### config.mk
export PLATFORM = sky130hd
export DESIGN_NAME = gpio_port_controller
export DESIGN_NICKNAME = d
export VERILOG_FILES = /design/src/rtl/core/gpc_pkg.sv /design/src/rtl/core/gpc_in_stage.sv /design/src/rtl/core/gpc_core.sv /design/src/rtl/core/gpc_out_stage.sv /design/src/rtl/core/gpio_port_controller.sv
export SDC_FILE = /design/constraint.sdc
export NUM_CORES = 1
export LEC_CHECK = 0
export BUFFER_PORTS_ARGS = -buffer_cell sky130_fd_sc_hd__buf_2
export CAP_MARGIN = 15
export CELL_PAD_IN_SITES_DETAIL_PLACEMENT = 0
export CELL_PAD_IN_SITES_GLOBAL_PLACEMENT = 1
export CORE_MARGIN = 1
export CORE_UTILIZATION = 46
export DETAILED_ROUTE_END_ITERATION = 10
export HOLD_SLACK_MARGIN = 0.06
export PLACE_DENSITY = 0.89
export SYNTH_ARGS = -nofsm -noshare
export SYNTH_HDL_FRONTEND = slang
export SYNTH_SLANG_ARGS = --single-unit
### constraint.sdc
create_clock -name i_clk -period 4.6 [get_ports i_clk]
set_clock_uncertainty 0.2 [all_clocks]
set_input_delay 0.23 -clock i_clk [delete_from_list [all_inputs] [get_ports i_clk]]
set_output_delay 0.23 -clock i_clk [all_outputs]
set_load 0.005 [all_outputs]
### src/rtl/core/gpc_pkg.sv
// Shared types and register map constants of the GPIO port controller.
`default_nettype none

package gpc_pkg;

    // Item and result field widths (fixed by the bus and event interfaces).
    localparam int DATA_W  = 32;
    localparam int OFF_W   = 9;
    localparam int LINE_W  = 7;
    localparam int MODE_W  = 2;
    localparam int LEVEL_W = 2;

    // Item kinds.
    localparam logic [MODE_W-1:0] MODE_READ  = 2'd0;
    localparam logic [MODE_W-1:0] MODE_WRITE = 2'd1;
    localparam logic [MODE_W-1:0] MODE_EVENT = 2'd2;

    // Line levels; any code above high counts as unknown.
    localparam logic [LEVEL_W-1:0] LEVEL_LOW     = 2'd0;
    localparam logic [LEVEL_W-1:0] LEVEL_HIGH    = 2'd1;
    localparam logic [LEVEL_W-1:0] LEVEL_UNKNOWN = 2'd2;

    // Register map (byte offsets).
    localparam logic [OFF_W-1:0] OFF_PER  = 9'h000;
    localparam logic [OFF_W-1:0] OFF_PDR  = 9'h004;
    localparam logic [OFF_W-1:0] OFF_PSR  = 9'h008;
    localparam logic [OFF_W-1:0] OFF_OER  = 9'h010;
    localparam logic [OFF_W-1:0] OFF_ODR  = 9'h014;
    localparam logic [OFF_W-1:0] OFF_OSR  = 9'h018;
    localparam logic [OFF_W-1:0] OFF_IFER = 9'h020;
    localparam logic [OFF_W-1:0] OFF_IFDR = 9'h024;
    localparam logic [OFF_W-1:0] OFF_IFSR = 9'h028;
    localparam logic [OFF_W-1:0] OFF_SODR = 9'h030;
    localparam logic [OFF_W-1:0] OFF_CODR = 9'h034;
    localparam logic [OFF_W-1:0] OFF_ODSR = 9'h038;
    localparam logic [OFF_W-1:0] OFF_PDSR = 9'h03c;
    localparam logic [OFF_W-1:0] OFF_IER  = 9'h040;
    localparam logic [OFF_W-1:0] OFF_IDR  = 9'h044;
    localparam logic [OFF_W-1:0] OFF_IMR  = 9'h048;
    localparam logic [OFF_W-1:0] OFF_ISR  = 9'h04c;
    localparam logic [OFF_W-1:0] OFF_MDER = 9'h050;
    localparam logic [OFF_W-1:0] OFF_MDDR = 9'h054;
    localparam logic [OFF_W-1:0] OFF_MDSR = 9'h058;
    localparam logic [OFF_W-1:0] OFF_PUDR = 9'h060;
    localparam logic [OFF_W-1:0] OFF_PUER = 9'h064;
    localparam logic [OFF_W-1:0] OFF_PUSR = 9'h068;
    localparam logic [OFF_W-1:0] OFF_ASR  = 9'h070;
    localparam logic [OFF_W-1:0] OFF_BSR  = 9'h074;
    localparam logic [OFF_W-1:0] OFF_ABSR = 9'h078;
    localparam logic [OFF_W-1:0] OFF_OWER = 9'h0a0;
    localparam logic [OFF_W-1:0] OFF_OWDR = 9'h0a4;
    localparam logic [OFF_W-1:0] OFF_OWSR = 9'h0a8;

    typedef struct packed {
        logic [MODE_W-1:0]  mode;
        logic [OFF_W-1:0]   offset;
        logic [DATA_W-1:0]  write_data;
        logic [LINE_W-1:0]  line;
        logic [LEVEL_W-1:0] level;
    } t_item;

    typedef struct packed {
        logic [DATA_W-1:0]  read_data;
        logic               irq;
        logic [DATA_W-1:0]  pin_drive_mask;
        logic [DATA_W-1:0]  pin_drive_level;
        logic               fwd_valid;
        logic [LINE_W-1:0]  fwd_line;
        logic [LEVEL_W-1:0] fwd_level;
    } t_result;

endpackage

`default_nettype wire

### src/rtl/core/gpc_in_stage.sv
// Input register of the GPIO port controller: holds one accepted item.
`default_nettype none

module gpc_in_stage (
    input  wire logic          i_clk,
    input  wire logic          i_rst_n,
    input  wire logic          i_valid,
    output logic               o_ready,
    input  wire gpc_pkg::t_item i_item,
    input  wire logic          i_take,
    output logic               o_valid,
    output gpc_pkg::t_item     o_item
);
    import gpc_pkg::*;

    logic  r_valid;
    logic  n_valid;
    t_item r_item;
    logic  w_load;

    // The register frees up in the same cycle its item moves on.
    assign o_ready = !r_valid || i_take;
    assign w_load  = i_valid && o_ready;

    always_comb begin
        n_valid = r_valid;
        if (w_load) begin
            n_valid = 1'b1;
        end else if (i_take) begin
            n_valid = 1'b0;
        end
    end

    always_ff @(posedge i_clk) begin
        if (!i_rst_n) begin
            r_valid <= 1'b0;
        end else begin
            r_valid <= n_valid;
        end
    end

    always_ff @(posedge i_clk) begin
        if (w_load) begin
            r_item <= i_item;
        end
    end

    assign o_valid = r_valid;
    assign o_item  = r_item;

endmodule

`default_nettype wire

### src/rtl/core/gpc_core.sv
// Register file, bus decode and line event routing of the GPIO port controller.
`default_nettype none

module gpc_core #(
    parameter int PIN_COUNT = 32,
    parameter int ADDR_SPAN = 512
) (
    input  wire logic          i_clk,
    input  wire logic          i_rst_n,
    input  wire logic          i_step,
    input  wire gpc_pkg::t_item i_item,
    output gpc_pkg::t_result   o_result
);
    import gpc_pkg::*;

    localparam int PIN_W = (PIN_COUNT > 1) ? $clog2(PIN_COUNT) : 1;
    localparam logic [OFF_W-1:0]  OFF_MASK = OFF_W'(ADDR_SPAN - 1);
    localparam logic [LINE_W-1:0] BASE_A   = LINE_W'(PIN_COUNT);
    localparam logic [LINE_W-1:0] BASE_B   = LINE_W'(2 * PIN_COUNT);
    localparam logic [LINE_W:0]   LIM_A    = (LINE_W + 1)'(PIN_COUNT);
    localparam logic [LINE_W:0]   LIM_B    = (LINE_W + 1)'(2 * PIN_COUNT);
    localparam logic [LINE_W:0]   LIM_END  = (LINE_W + 1)'(3 * PIN_COUNT);

    typedef logic [PIN_COUNT-1:0] t_pins;

    t_pins r_pio_enable,    n_pio_enable;
    t_pins r_output_enable, n_output_enable;
    t_pins r_filter_enable, n_filter_enable;
    t_pins r_output_data,   n_output_data;
    t_pins r_pin_data,      n_pin_data;
    t_pins r_irq_mask,      n_irq_mask;
    t_pins r_irq_status,    n_irq_status;
    t_pins r_multi_driver,  n_multi_driver;
    t_pins r_pullup_enable, n_pullup_enable;
    t_pins r_periph_b_sel,  n_periph_b_sel;
    t_pins r_out_wr_enable, n_out_wr_enable;
    t_pins r_level_unknown, n_level_unknown;
    logic  r_irq_level,     n_irq_level;

    logic [OFF_W-1:0]   w_off;
    t_pins              w_data;
    logic [LINE_W:0]    w_line_x;
    logic               w_grp0;
    logic               w_grp1;
    logic               w_grp2;
    logic [LINE_W-1:0]  w_pin_line;
    logic [PIN_W-1:0]   w_pin;
    t_pins              w_bit;
    logic               w_bsel;
    logic               w_owned;
    logic               w_drives;
    logic               w_lvl_unknown;
    logic [LEVEL_W-1:0] w_fwd_level;
    t_pins              w_pin_new;
    t_pins              w_status_set;
    t_pins              w_read;
    t_pins              w_mask;
    t_pins              w_level;
    t_result            w_res;

    // Operand decode: the offset wraps at the address span, and the event line
    // splits into its group (pins, peripheral A, peripheral B) and pin index.
    assign w_off         = i_item.offset & OFF_MASK;
    assign w_data        = i_item.write_data[PIN_COUNT-1:0];
    assign w_line_x      = {1'b0, i_item.line};
    assign w_grp0        = w_line_x < LIM_A;
    assign w_grp1        = !w_grp0 && (w_line_x < LIM_B);
    assign w_grp2        = !w_grp0 && !w_grp1 && (w_line_x < LIM_END);
    assign w_pin_line    = w_grp0 ? i_item.line
                         : (w_grp1 ? (i_item.line - BASE_A) : (i_item.line - BASE_B));
    assign w_pin         = w_pin_line[PIN_W-1:0];
    assign w_bit         = t_pins'(1) << w_pin;
    assign w_bsel        = |(r_periph_b_sel & w_bit);
    assign w_owned       = |(r_pio_enable & w_bit);
    assign w_drives      = |(r_output_enable & w_bit);
    assign w_lvl_unknown = i_item.level[1];
    assign w_fwd_level   = w_lvl_unknown ? LEVEL_UNKNOWN : i_item.level;
    assign w_pin_new     = (r_pin_data & ~w_bit)
                         | ((i_item.level == LEVEL_HIGH) ? w_bit : '0);
    assign w_status_set  = r_irq_status | w_bit;

    always_comb begin
        n_pio_enable    = r_pio_enable;
        n_output_enable = r_output_enable;
        n_filter_enable = r_filter_enable;
        n_output_data   = r_output_data;
        n_pin_data      = r_pin_data;
        n_irq_mask      = r_irq_mask;
        n_irq_status    = r_irq_status;
        n_multi_driver  = r_multi_driver;
        n_pullup_enable = r_pullup_enable;
        n_periph_b_sel  = r_periph_b_sel;
        n_out_wr_enable = r_out_wr_enable;
        n_level_unknown = r_level_unknown;
        n_irq_level     = r_irq_level;
        w_read          = '0;
        w_mask          = '0;
        w_level         = '0;
        w_res           = '0;

        unique case (i_item.mode)
            MODE_READ: begin
                unique case (w_off)
                    OFF_PSR:  w_read = r_pio_enable;
                    OFF_OSR:  w_read = r_output_enable;
                    OFF_IFSR: w_read = r_filter_enable;
                    OFF_ODSR: w_read = r_output_data;
                    OFF_PDSR: w_read = (r_pin_data & ~r_level_unknown)
                                     | (r_pullup_enable & r_level_unknown);
                    OFF_IMR:  w_read = r_irq_mask;
                    OFF_ISR: begin
                        // Reading the status clears it and drops the interrupt.
                        w_read       = r_irq_status;
                        n_irq_status = '0;
                        n_irq_level  = 1'b0;
                    end
                    OFF_MDSR: w_read = r_multi_driver;
                    OFF_PUSR: w_read = r_pullup_enable;
                    OFF_ABSR: w_read = r_periph_b_sel;
                    OFF_OWSR: w_read = r_out_wr_enable;
                    default:  w_read = '0;
                endcase
            end
            MODE_WRITE: begin
                unique case (w_off)
                    OFF_PER:  n_pio_enable    = r_pio_enable | w_data;
                    OFF_PDR:  n_pio_enable    = r_pio_enable & ~w_data;
                    OFF_OER:  n_output_enable = r_output_enable | w_data;
                    OFF_ODR:  n_output_enable = r_output_enable & ~w_data;
                    OFF_IFER: n_filter_enable = r_filter_enable | w_data;
                    OFF_IFDR: n_filter_enable = r_filter_enable & ~w_data;
                    OFF_SODR: begin
                        n_output_data = r_output_data | w_data;
                        w_mask        = w_data & r_output_enable;
                        w_level       = w_data & r_output_enable;
                    end
                    OFF_CODR: begin
                        n_output_data = r_output_data & ~w_data;
                        w_mask        = w_data & r_output_enable;
                    end
                    OFF_ODSR: begin
                        n_output_data = (r_output_data & ~r_out_wr_enable)
                                      | (w_data & r_out_wr_enable);
                        w_mask        = r_out_wr_enable;
                        w_level       = w_data & r_out_wr_enable;
                    end
                    OFF_IER:  n_irq_mask      = r_irq_mask | w_data;
                    OFF_IDR:  n_irq_mask      = r_irq_mask & ~w_data;
                    OFF_MDER: n_multi_driver  = r_multi_driver | w_data;
                    OFF_MDDR: n_multi_driver  = r_multi_driver & ~w_data;
                    OFF_PUDR: n_pullup_enable = r_pullup_enable & ~w_data;
                    OFF_PUER: n_pullup_enable = r_pullup_enable | w_data;
                    OFF_ASR:  n_periph_b_sel  = r_periph_b_sel & ~w_data;
                    OFF_BSR:  n_periph_b_sel  = r_periph_b_sel | w_data;
                    OFF_OWER: n_out_wr_enable = r_out_wr_enable | w_data;
                    OFF_OWDR: n_out_wr_enable = r_out_wr_enable & ~w_data;
                    default:  ;
                endcase
            end
            MODE_EVENT: begin
                if (w_grp0) begin
                    // Pins driven by this block ignore their own input level.
                    if (!w_drives) begin
                        if (w_owned) begin
                            n_pin_data      = w_pin_new;
                            n_level_unknown = w_lvl_unknown ? (r_level_unknown | w_bit)
                                                            : (r_level_unknown & ~w_bit);
                            if (w_pin_new != r_pin_data) begin
                                n_irq_status = w_status_set;
                                n_irq_level  = |(w_status_set & r_irq_mask);
                            end
                        end else begin
                            w_res.fwd_valid = 1'b1;
                            w_res.fwd_line  = (w_bsel ? BASE_B : BASE_A) + LINE_W'(w_pin);
                            w_res.fwd_level = w_fwd_level;
                        end
                    end
                end else if ((w_grp1 || w_grp2) && !w_owned && (w_grp2 == w_bsel)) begin
                    w_res.fwd_valid = 1'b1;
                    w_res.fwd_line  = LINE_W'(w_pin);
                    w_res.fwd_level = w_fwd_level;
                end
            end
            default: ;
        endcase

        w_res.read_data       = DATA_W'(w_read);
        w_res.pin_drive_mask  = DATA_W'(w_mask);
        w_res.pin_drive_level = DATA_W'(w_level);
        w_res.irq             = n_irq_level;
    end

    always_ff @(posedge i_clk) begin
        if (!i_rst_n) begin
            r_pio_enable    <= '1;
            r_output_enable <= '0;
            r_filter_enable <= '0;
            r_output_data   <= '0;
            r_pin_data      <= '0;
            r_irq_mask      <= '0;
            r_irq_status    <= '0;
            r_multi_driver  <= '0;
            r_pullup_enable <= '0;
            r_periph_b_sel  <= '0;
            r_out_wr_enable <= '0;
            r_level_unknown <= '1;
            r_irq_level     <= 1'b0;
        end else if (i_step) begin
            r_pio_enable    <= n_pio_enable;
            r_output_enable <= n_output_enable;
            r_filter_enable <= n_filter_enable;
            r_output_data   <= n_output_data;
            r_pin_data      <= n_pin_data;
            r_irq_mask      <= n_irq_mask;
            r_irq_status    <= n_irq_status;
            r_multi_driver  <= n_multi_driver;
            r_pullup_enable <= n_pullup_enable;
            r_periph_b_sel  <= n_periph_b_sel;
            r_out_wr_enable <= n_out_wr_enable;
            r_level_unknown <= n_level_unknown;
            r_irq_level     <= n_irq_level;
        end
    end

    assign o_result = w_res;

endmodule

`default_nettype wire

### src/rtl/core/gpc_out_stage.sv
// Result register of the GPIO port controller with its valid/ready handshake.
`default_nettype none

module gpc_out_stage (
    input  wire logic          i_clk,
    input  wire logic          i_rst_n,
    input  wire logic          i_load,
    input  wire gpc_pkg::t_result i_result,
    output logic               o_free,
    output logic               o_valid,
    input  wire logic          i_ready,
    output gpc_pkg::t_result   o_result
);
    import gpc_pkg::*;

    logic    r_valid;
    logic    n_valid;
    t_result r_result;

    // Room for a new result when empty or when the held one leaves now.
    assign o_free = !r_valid || i_ready;

    always_comb begin
        n_valid = r_valid;
        if (i_load) begin
            n_valid = 1'b1;
        end else if (i_ready) begin
            n_valid = 1'b0;
        end
    end

    always_ff @(posedge i_clk) begin
        if (!i_rst_n) begin
            r_valid <= 1'b0;
        end else begin
            r_valid <= n_valid;
        end
    end

    always_ff @(posedge i_clk) begin
        if (i_load) begin
            r_result <= i_result;
        end
    end

    assign o_valid  = r_valid;
    assign o_result = r_result;

endmodule

`default_nettype wire

### src/rtl/core/gpio_port_controller.sv
// Top level of the GPIO port controller: input register, register file and result register.
//
// The input channel (i_in_valid / o_in_ready) carries one item per handshake:
// a bus read, a bus write, or a level event on one of the pin, peripheral A
// or peripheral B lines. The output channel (o_out_valid / i_out_ready)
// returns exactly one result item for every accepted item, in order.
// An accepted item waits in the input register until the result register has
// room; then it is applied to the registers and its result is loaded into the
// result register together. Throughput: one item per clock while the receiver
// does not stall, set by the single register-file update path between the
// input and result registers.
// When the receiver stalls, the result register holds its item and the input
// register holds one more; o_in_ready drops only when both are full, and
// the path comes back to full rate as soon as i_out_ready rises.
// A synchronous active-low reset empties both stages, sets PIO ownership and
// the level-unknown flags for every pin, and clears all other registers and
// the interrupt line. Bus writes and line events take effect in item order,
// and o_irq reports the interrupt level after its own item.
`default_nettype none

module gpio_port_controller #(
    parameter int PIN_COUNT = 32,
    parameter int ADDR_SPAN = 512
) (
    input  wire logic        i_clk,
    input  wire logic        i_rst_n,
    input  wire logic        i_in_valid,
    output logic             o_in_ready,
    input  wire logic [1:0]  i_mode,
    input  wire logic [8:0]  i_offset,
    input  wire logic [31:0] i_write_data,
    input  wire logic [6:0]  i_line,
    input  wire logic [1:0]  i_level,
    output logic             o_out_valid,
    input  wire logic        i_out_ready,
    output logic [31:0]      o_read_data,
    output logic             o_irq,
    output logic [31:0]      o_pin_drive_mask,
    output logic [31:0]      o_pin_drive_level,
    output logic             o_fwd_valid,
    output logic [6:0]       o_fwd_line,
    output logic [1:0]       o_fwd_level
);
    import gpc_pkg::*;

    t_item   w_in_item;
    t_item   w_stage_item;
    t_result w_core_result;
    t_result w_out_result;
    logic    w_stage_valid;
    logic    w_out_free;
    logic    w_take;

    assign w_in_item.mode       = i_mode;
    assign w_in_item.offset     = i_offset;
    assign w_in_item.write_data = i_write_data;
    assign w_in_item.line       = i_line;
    assign w_in_item.level      = i_level;

    // An item moves from the input register through the register file into
    // the result register whenever the result register has room.
    assign w_take = w_stage_valid && w_out_free;

    gpc_in_stage u_in_stage (
        .i_clk   (i_clk),
        .i_rst_n (i_rst_n),
        .i_valid (i_in_valid),
        .o_ready (o_in_ready),
        .i_item  (w_in_item),
        .i_take  (w_take),
        .o_valid (w_stage_valid),
        .o_item  (w_stage_item)
    );

    gpc_core #(
        .PIN_COUNT (PIN_COUNT),
        .ADDR_SPAN (ADDR_SPAN)
    ) u_core (
        .i_clk    (i_clk),
        .i_rst_n  (i_rst_n),
        .i_step   (w_take),
        .i_item   (w_stage_item),
        .o_result (w_core_result)
    );

    gpc_out_stage u_out_stage (
        .i_clk    (i_clk),
        .i_rst_n  (i_rst_n),
        .i_load   (w_take),
        .i_result (w_core_result),
        .o_free   (w_out_free),
        .o_valid  (o_out_valid),
        .i_ready  (i_out_ready),
        .o_result (w_out_result)
    );

    assign o_read_data       = w_out_result.read_data;
    assign o_irq             = w_out_result.irq;
    assign o_pin_drive_mask  = w_out_result.pin_drive_mask;
    assign o_pin_drive_level = w_out_result.pin_drive_level;
    assign o_fwd_valid       = w_out_result.fwd_valid;
    assign o_fwd_line        = w_out_result.fwd_line;
    assign o_fwd_level       = w_out_result.fwd_level;

    // With both stages full and the receiver stalled, no item may be taken.
    a_no_overrun: assert property (@(posedge i_clk) disable iff (!i_rst_n)
        (w_stage_valid && o_out_valid && !i_out_ready) |-> !o_in_ready)
        else $error("input accepted while both stages are full");

    // An accepted item is held in the input register on the next cycle.
    a_accept_held: assert property (@(posedge i_clk) disable iff (!i_rst_n)
        (i_in_valid && o_in_ready) |=> w_stage_valid)
        else $error("accepted item lost from the input register");

    // A result only drives levels on pins inside its drive mask.
    a_drive_in_mask: assert property (@(posedge i_clk) disable iff (!i_rst_n)
        o_out_valid |-> ((o_pin_drive_level & ~o_pin_drive_mask) == 32'd0))
        else $error("drive level outside drive mask");

    // A forwarded event never carries bus read data or pin drives.
    a_fwd_exclusive: assert property (@(posedge i_clk) disable iff (!i_rst_n)
        (o_out_valid && o_fwd_valid) |->
            (o_read_data == 32'd0 && o_pin_drive_mask == 32'd0))
        else $error("forwarded event mixed with bus result");

endmodule

`default_nettype wire

==> out/qor.yml <==
syn_to_final_growth_pct: 15.7
instances_no_fill: 4011
clock_sinks: 546
worstPathMaxFanout: 25
synth_top_area_share_pct: 29.7
antenna_found_initial: 7
start_util_pct: 46.9
critPathArrivalTime_ps: 4380
grt_use_total_pct: 38.2
max_slew_margin_pct: 16.8
design.core.area_um2: 55500
fp.dieW_um: 240
clkTransAtPathRegs_ps: 70
wire_per_inst_um: 27.7
die_h_um: 240
cts_tree: "built"
period_share_pct: 87.9
syn_nets: 3191
first_global_vias: 23716
ctsResizeCount: 0
syn_area_per_cell_um2: 8.31
portBuffers: 164
endpoint_kind: "register"
worst_pin_slew_ps: 1250
critPathRequiredTime_ps: 4930
drive_gt1_share_pct: 13.4
p_total_w: 0.0105
synthCells: 3133
ir_worst_vdd_mv: 0.287
grt-ovfl-total: 0
rsz0062_at_grt: "no"
gp_routability_congestion: 1.04
startpoint_type: "register"
fmax_ghz: 0.247
drv_cap: 0
insertion_delay_ps: 630
post-route-util_pct: 54.3
dieArea_um2: 57600
cts_root_buf: "clkbuf_16"
grt_pass1_wl_um: 161000
final_max_slew_viol_count: 0
ys.flop_type: "dfxtp_1"
grt_max_degree: 156
synth_cell_types: 80
period_needed_ps: 4040
status: "complete, no violations"
synth_area_leaders: "dfxtp_1 (30%), edfxtp_1 (18%), nand2_1 (9.6%)"
setup_tns_ps: 0
row_count: 86
synth_seq_cells: 546
vias: 25700
ios: 165
crit_chain: "buf_4 -> nor3b_2 -> a32oi_1 -> and4_1 -> a21oi_4 -> nand2_4 -> buf_12 -> nor3_1 -> mux2i_1"
yosysTopAreaCell: "dfxtp_1"
synth_edf_count: 159
finalHoldViolCount: 0
critical_path_class: "register to register"
finalSetupViolCount: 0
synth_area_um2: 26000
ant_nets: 0
min_path_type: "input port to register"
detail_route.iter0.violations: 3338
synth-seq-area-share_pct: 48.1
max_stage_delay_ps: 960
placed_cells: 3845
power_density_nw_per_um2: 350
slowest_stage: "nor3b_2"
viasPerCell: 6.41
yosysWarnings: 0
cts_buffer_depth: 3
ys_async_sr_fraction_pct: 0
power_leakage_nw: 10.1
cts_buffers: 58
htreeDepth: 2
nets: 3271
remaining_drc_errors: 0
dp_hpwl_um: 74400
drtPass1Iterations: 6
drt-total-wl_um: 111000
## power breakdown
part           internal, W  switching (W)  leakage [nW]
combinational     0.000185       0.000398          4.56
sequential         0.00502       0.000115          4.62
clock              0.00280        0.00203         0.944
## Yosys cell counts (all sizes together) (17+ instances only)
cell type	number
nand2	670
dfxtp	387
a21oi	372
clkbuf	278
nand3	227
nor2	188
o21ai	168
edfxtp	159
mux2i	73
a221oi	58
nor3	54
and3	39
a31oi	37
buf	35
o211ai	35
a311oi	33
a22o	30
nand3b	30
nand4	29
o31ai	18
o22ai	17
## layer usage
| layer | up-vias | wire (um) | global-route usage, % |
|---|---|---|---|
| li1 | 11436 | - | - |
| met1 | 12499 | 46500 | 52.8 |
| met2 | 1502 | 49600 | 59.1 |
| met3 | 255 | 10700 | 7.16 |
| met4 | 8 | 4360 | 14.9 |
| met5 | - | 47 | 0 |
## timing repair
action | in CTS | in global routing
hold buffers | 56 | 0
buffers inserted | 0 | 0
hold endpoints to repair | 85 | 0
setup endpoints to repair | 0 | 0
## critical path, delay by kind of cell (launching register included)
family / cells / cell delay [ps]
buf+inv: 2 / 450
flops: 1 / 620
simple gates: 4 / 1720
mux: 1 / 240
compound gates: 2 / 690
## final timing paths
path                        startpoint               endpoint  slack [ps]  cells after the start
setup / recovery  u_in_stage.o_item[4]               register         560                      9
setup reg to reg  u_in_stage.o_item[4]               register         560                      9
hold / removal        i_write_data[30]  u_in_stage.o_item[39]         120                      2
hold reg to reg               register               register         250                      2
## cell usage in the layout, fill, tap and decap left out, types with 17 or more instances in the layout
master	count
o21ai_0	162
clkbuf_16	59
buf_4	103
o211ai_1	35
edfxtp_1	159
o31ai_1	17
a22o_1	30
a31oi_1	36
dlygate4sd3_1	56
and3_1	39
nand4_1	29
a21oi_1	371
nand2_1	666
buf_2	164
nand3b_1	30
mux2i_1	73
a311oi_1	33
nand3_1	227
dfxtp_1	387
o22ai_1	17
a221oi_1	58
nor2_1	175
nor3_1	48
## area by class of cell
cell class | count | area, um2
fillers | 5095 | 25400
flip-flops and latches | 546 | 12500
multi-input cells | 2262 | 12300
repair buffers | 333 | 2350
clock buffers | 72 | 1570
well taps | 748 | 936
clock inverters | 37 | 363
inverters | 12 | 55.1
diodes | 1 | 2.50
## through the flow
step           area (um2)  hold slack [ps]  setup WS (ps)
6_report            30100              116            557
5_1_grt             30100              113            537
4_1_cts             30100             91.7            652
3_5_place_dp        27700              208            665
3_3_place_gp        27700              206            715
2_1_floorplan       26000              129            329
## cell families after synthesis
kind of cell	Yosys count	share of synthesized area (%)
AOI/OAI and AO/OA	852	20.5
xor gates and xnor gates	2	0.0673
adders and majority gates	2	0.0961
buffers and inverters	325	5.06
DFF	546	48.1
muxes	85	3.32
and+or+nand+nor	1321	22.9
Power figures use the tool's default switching activity.
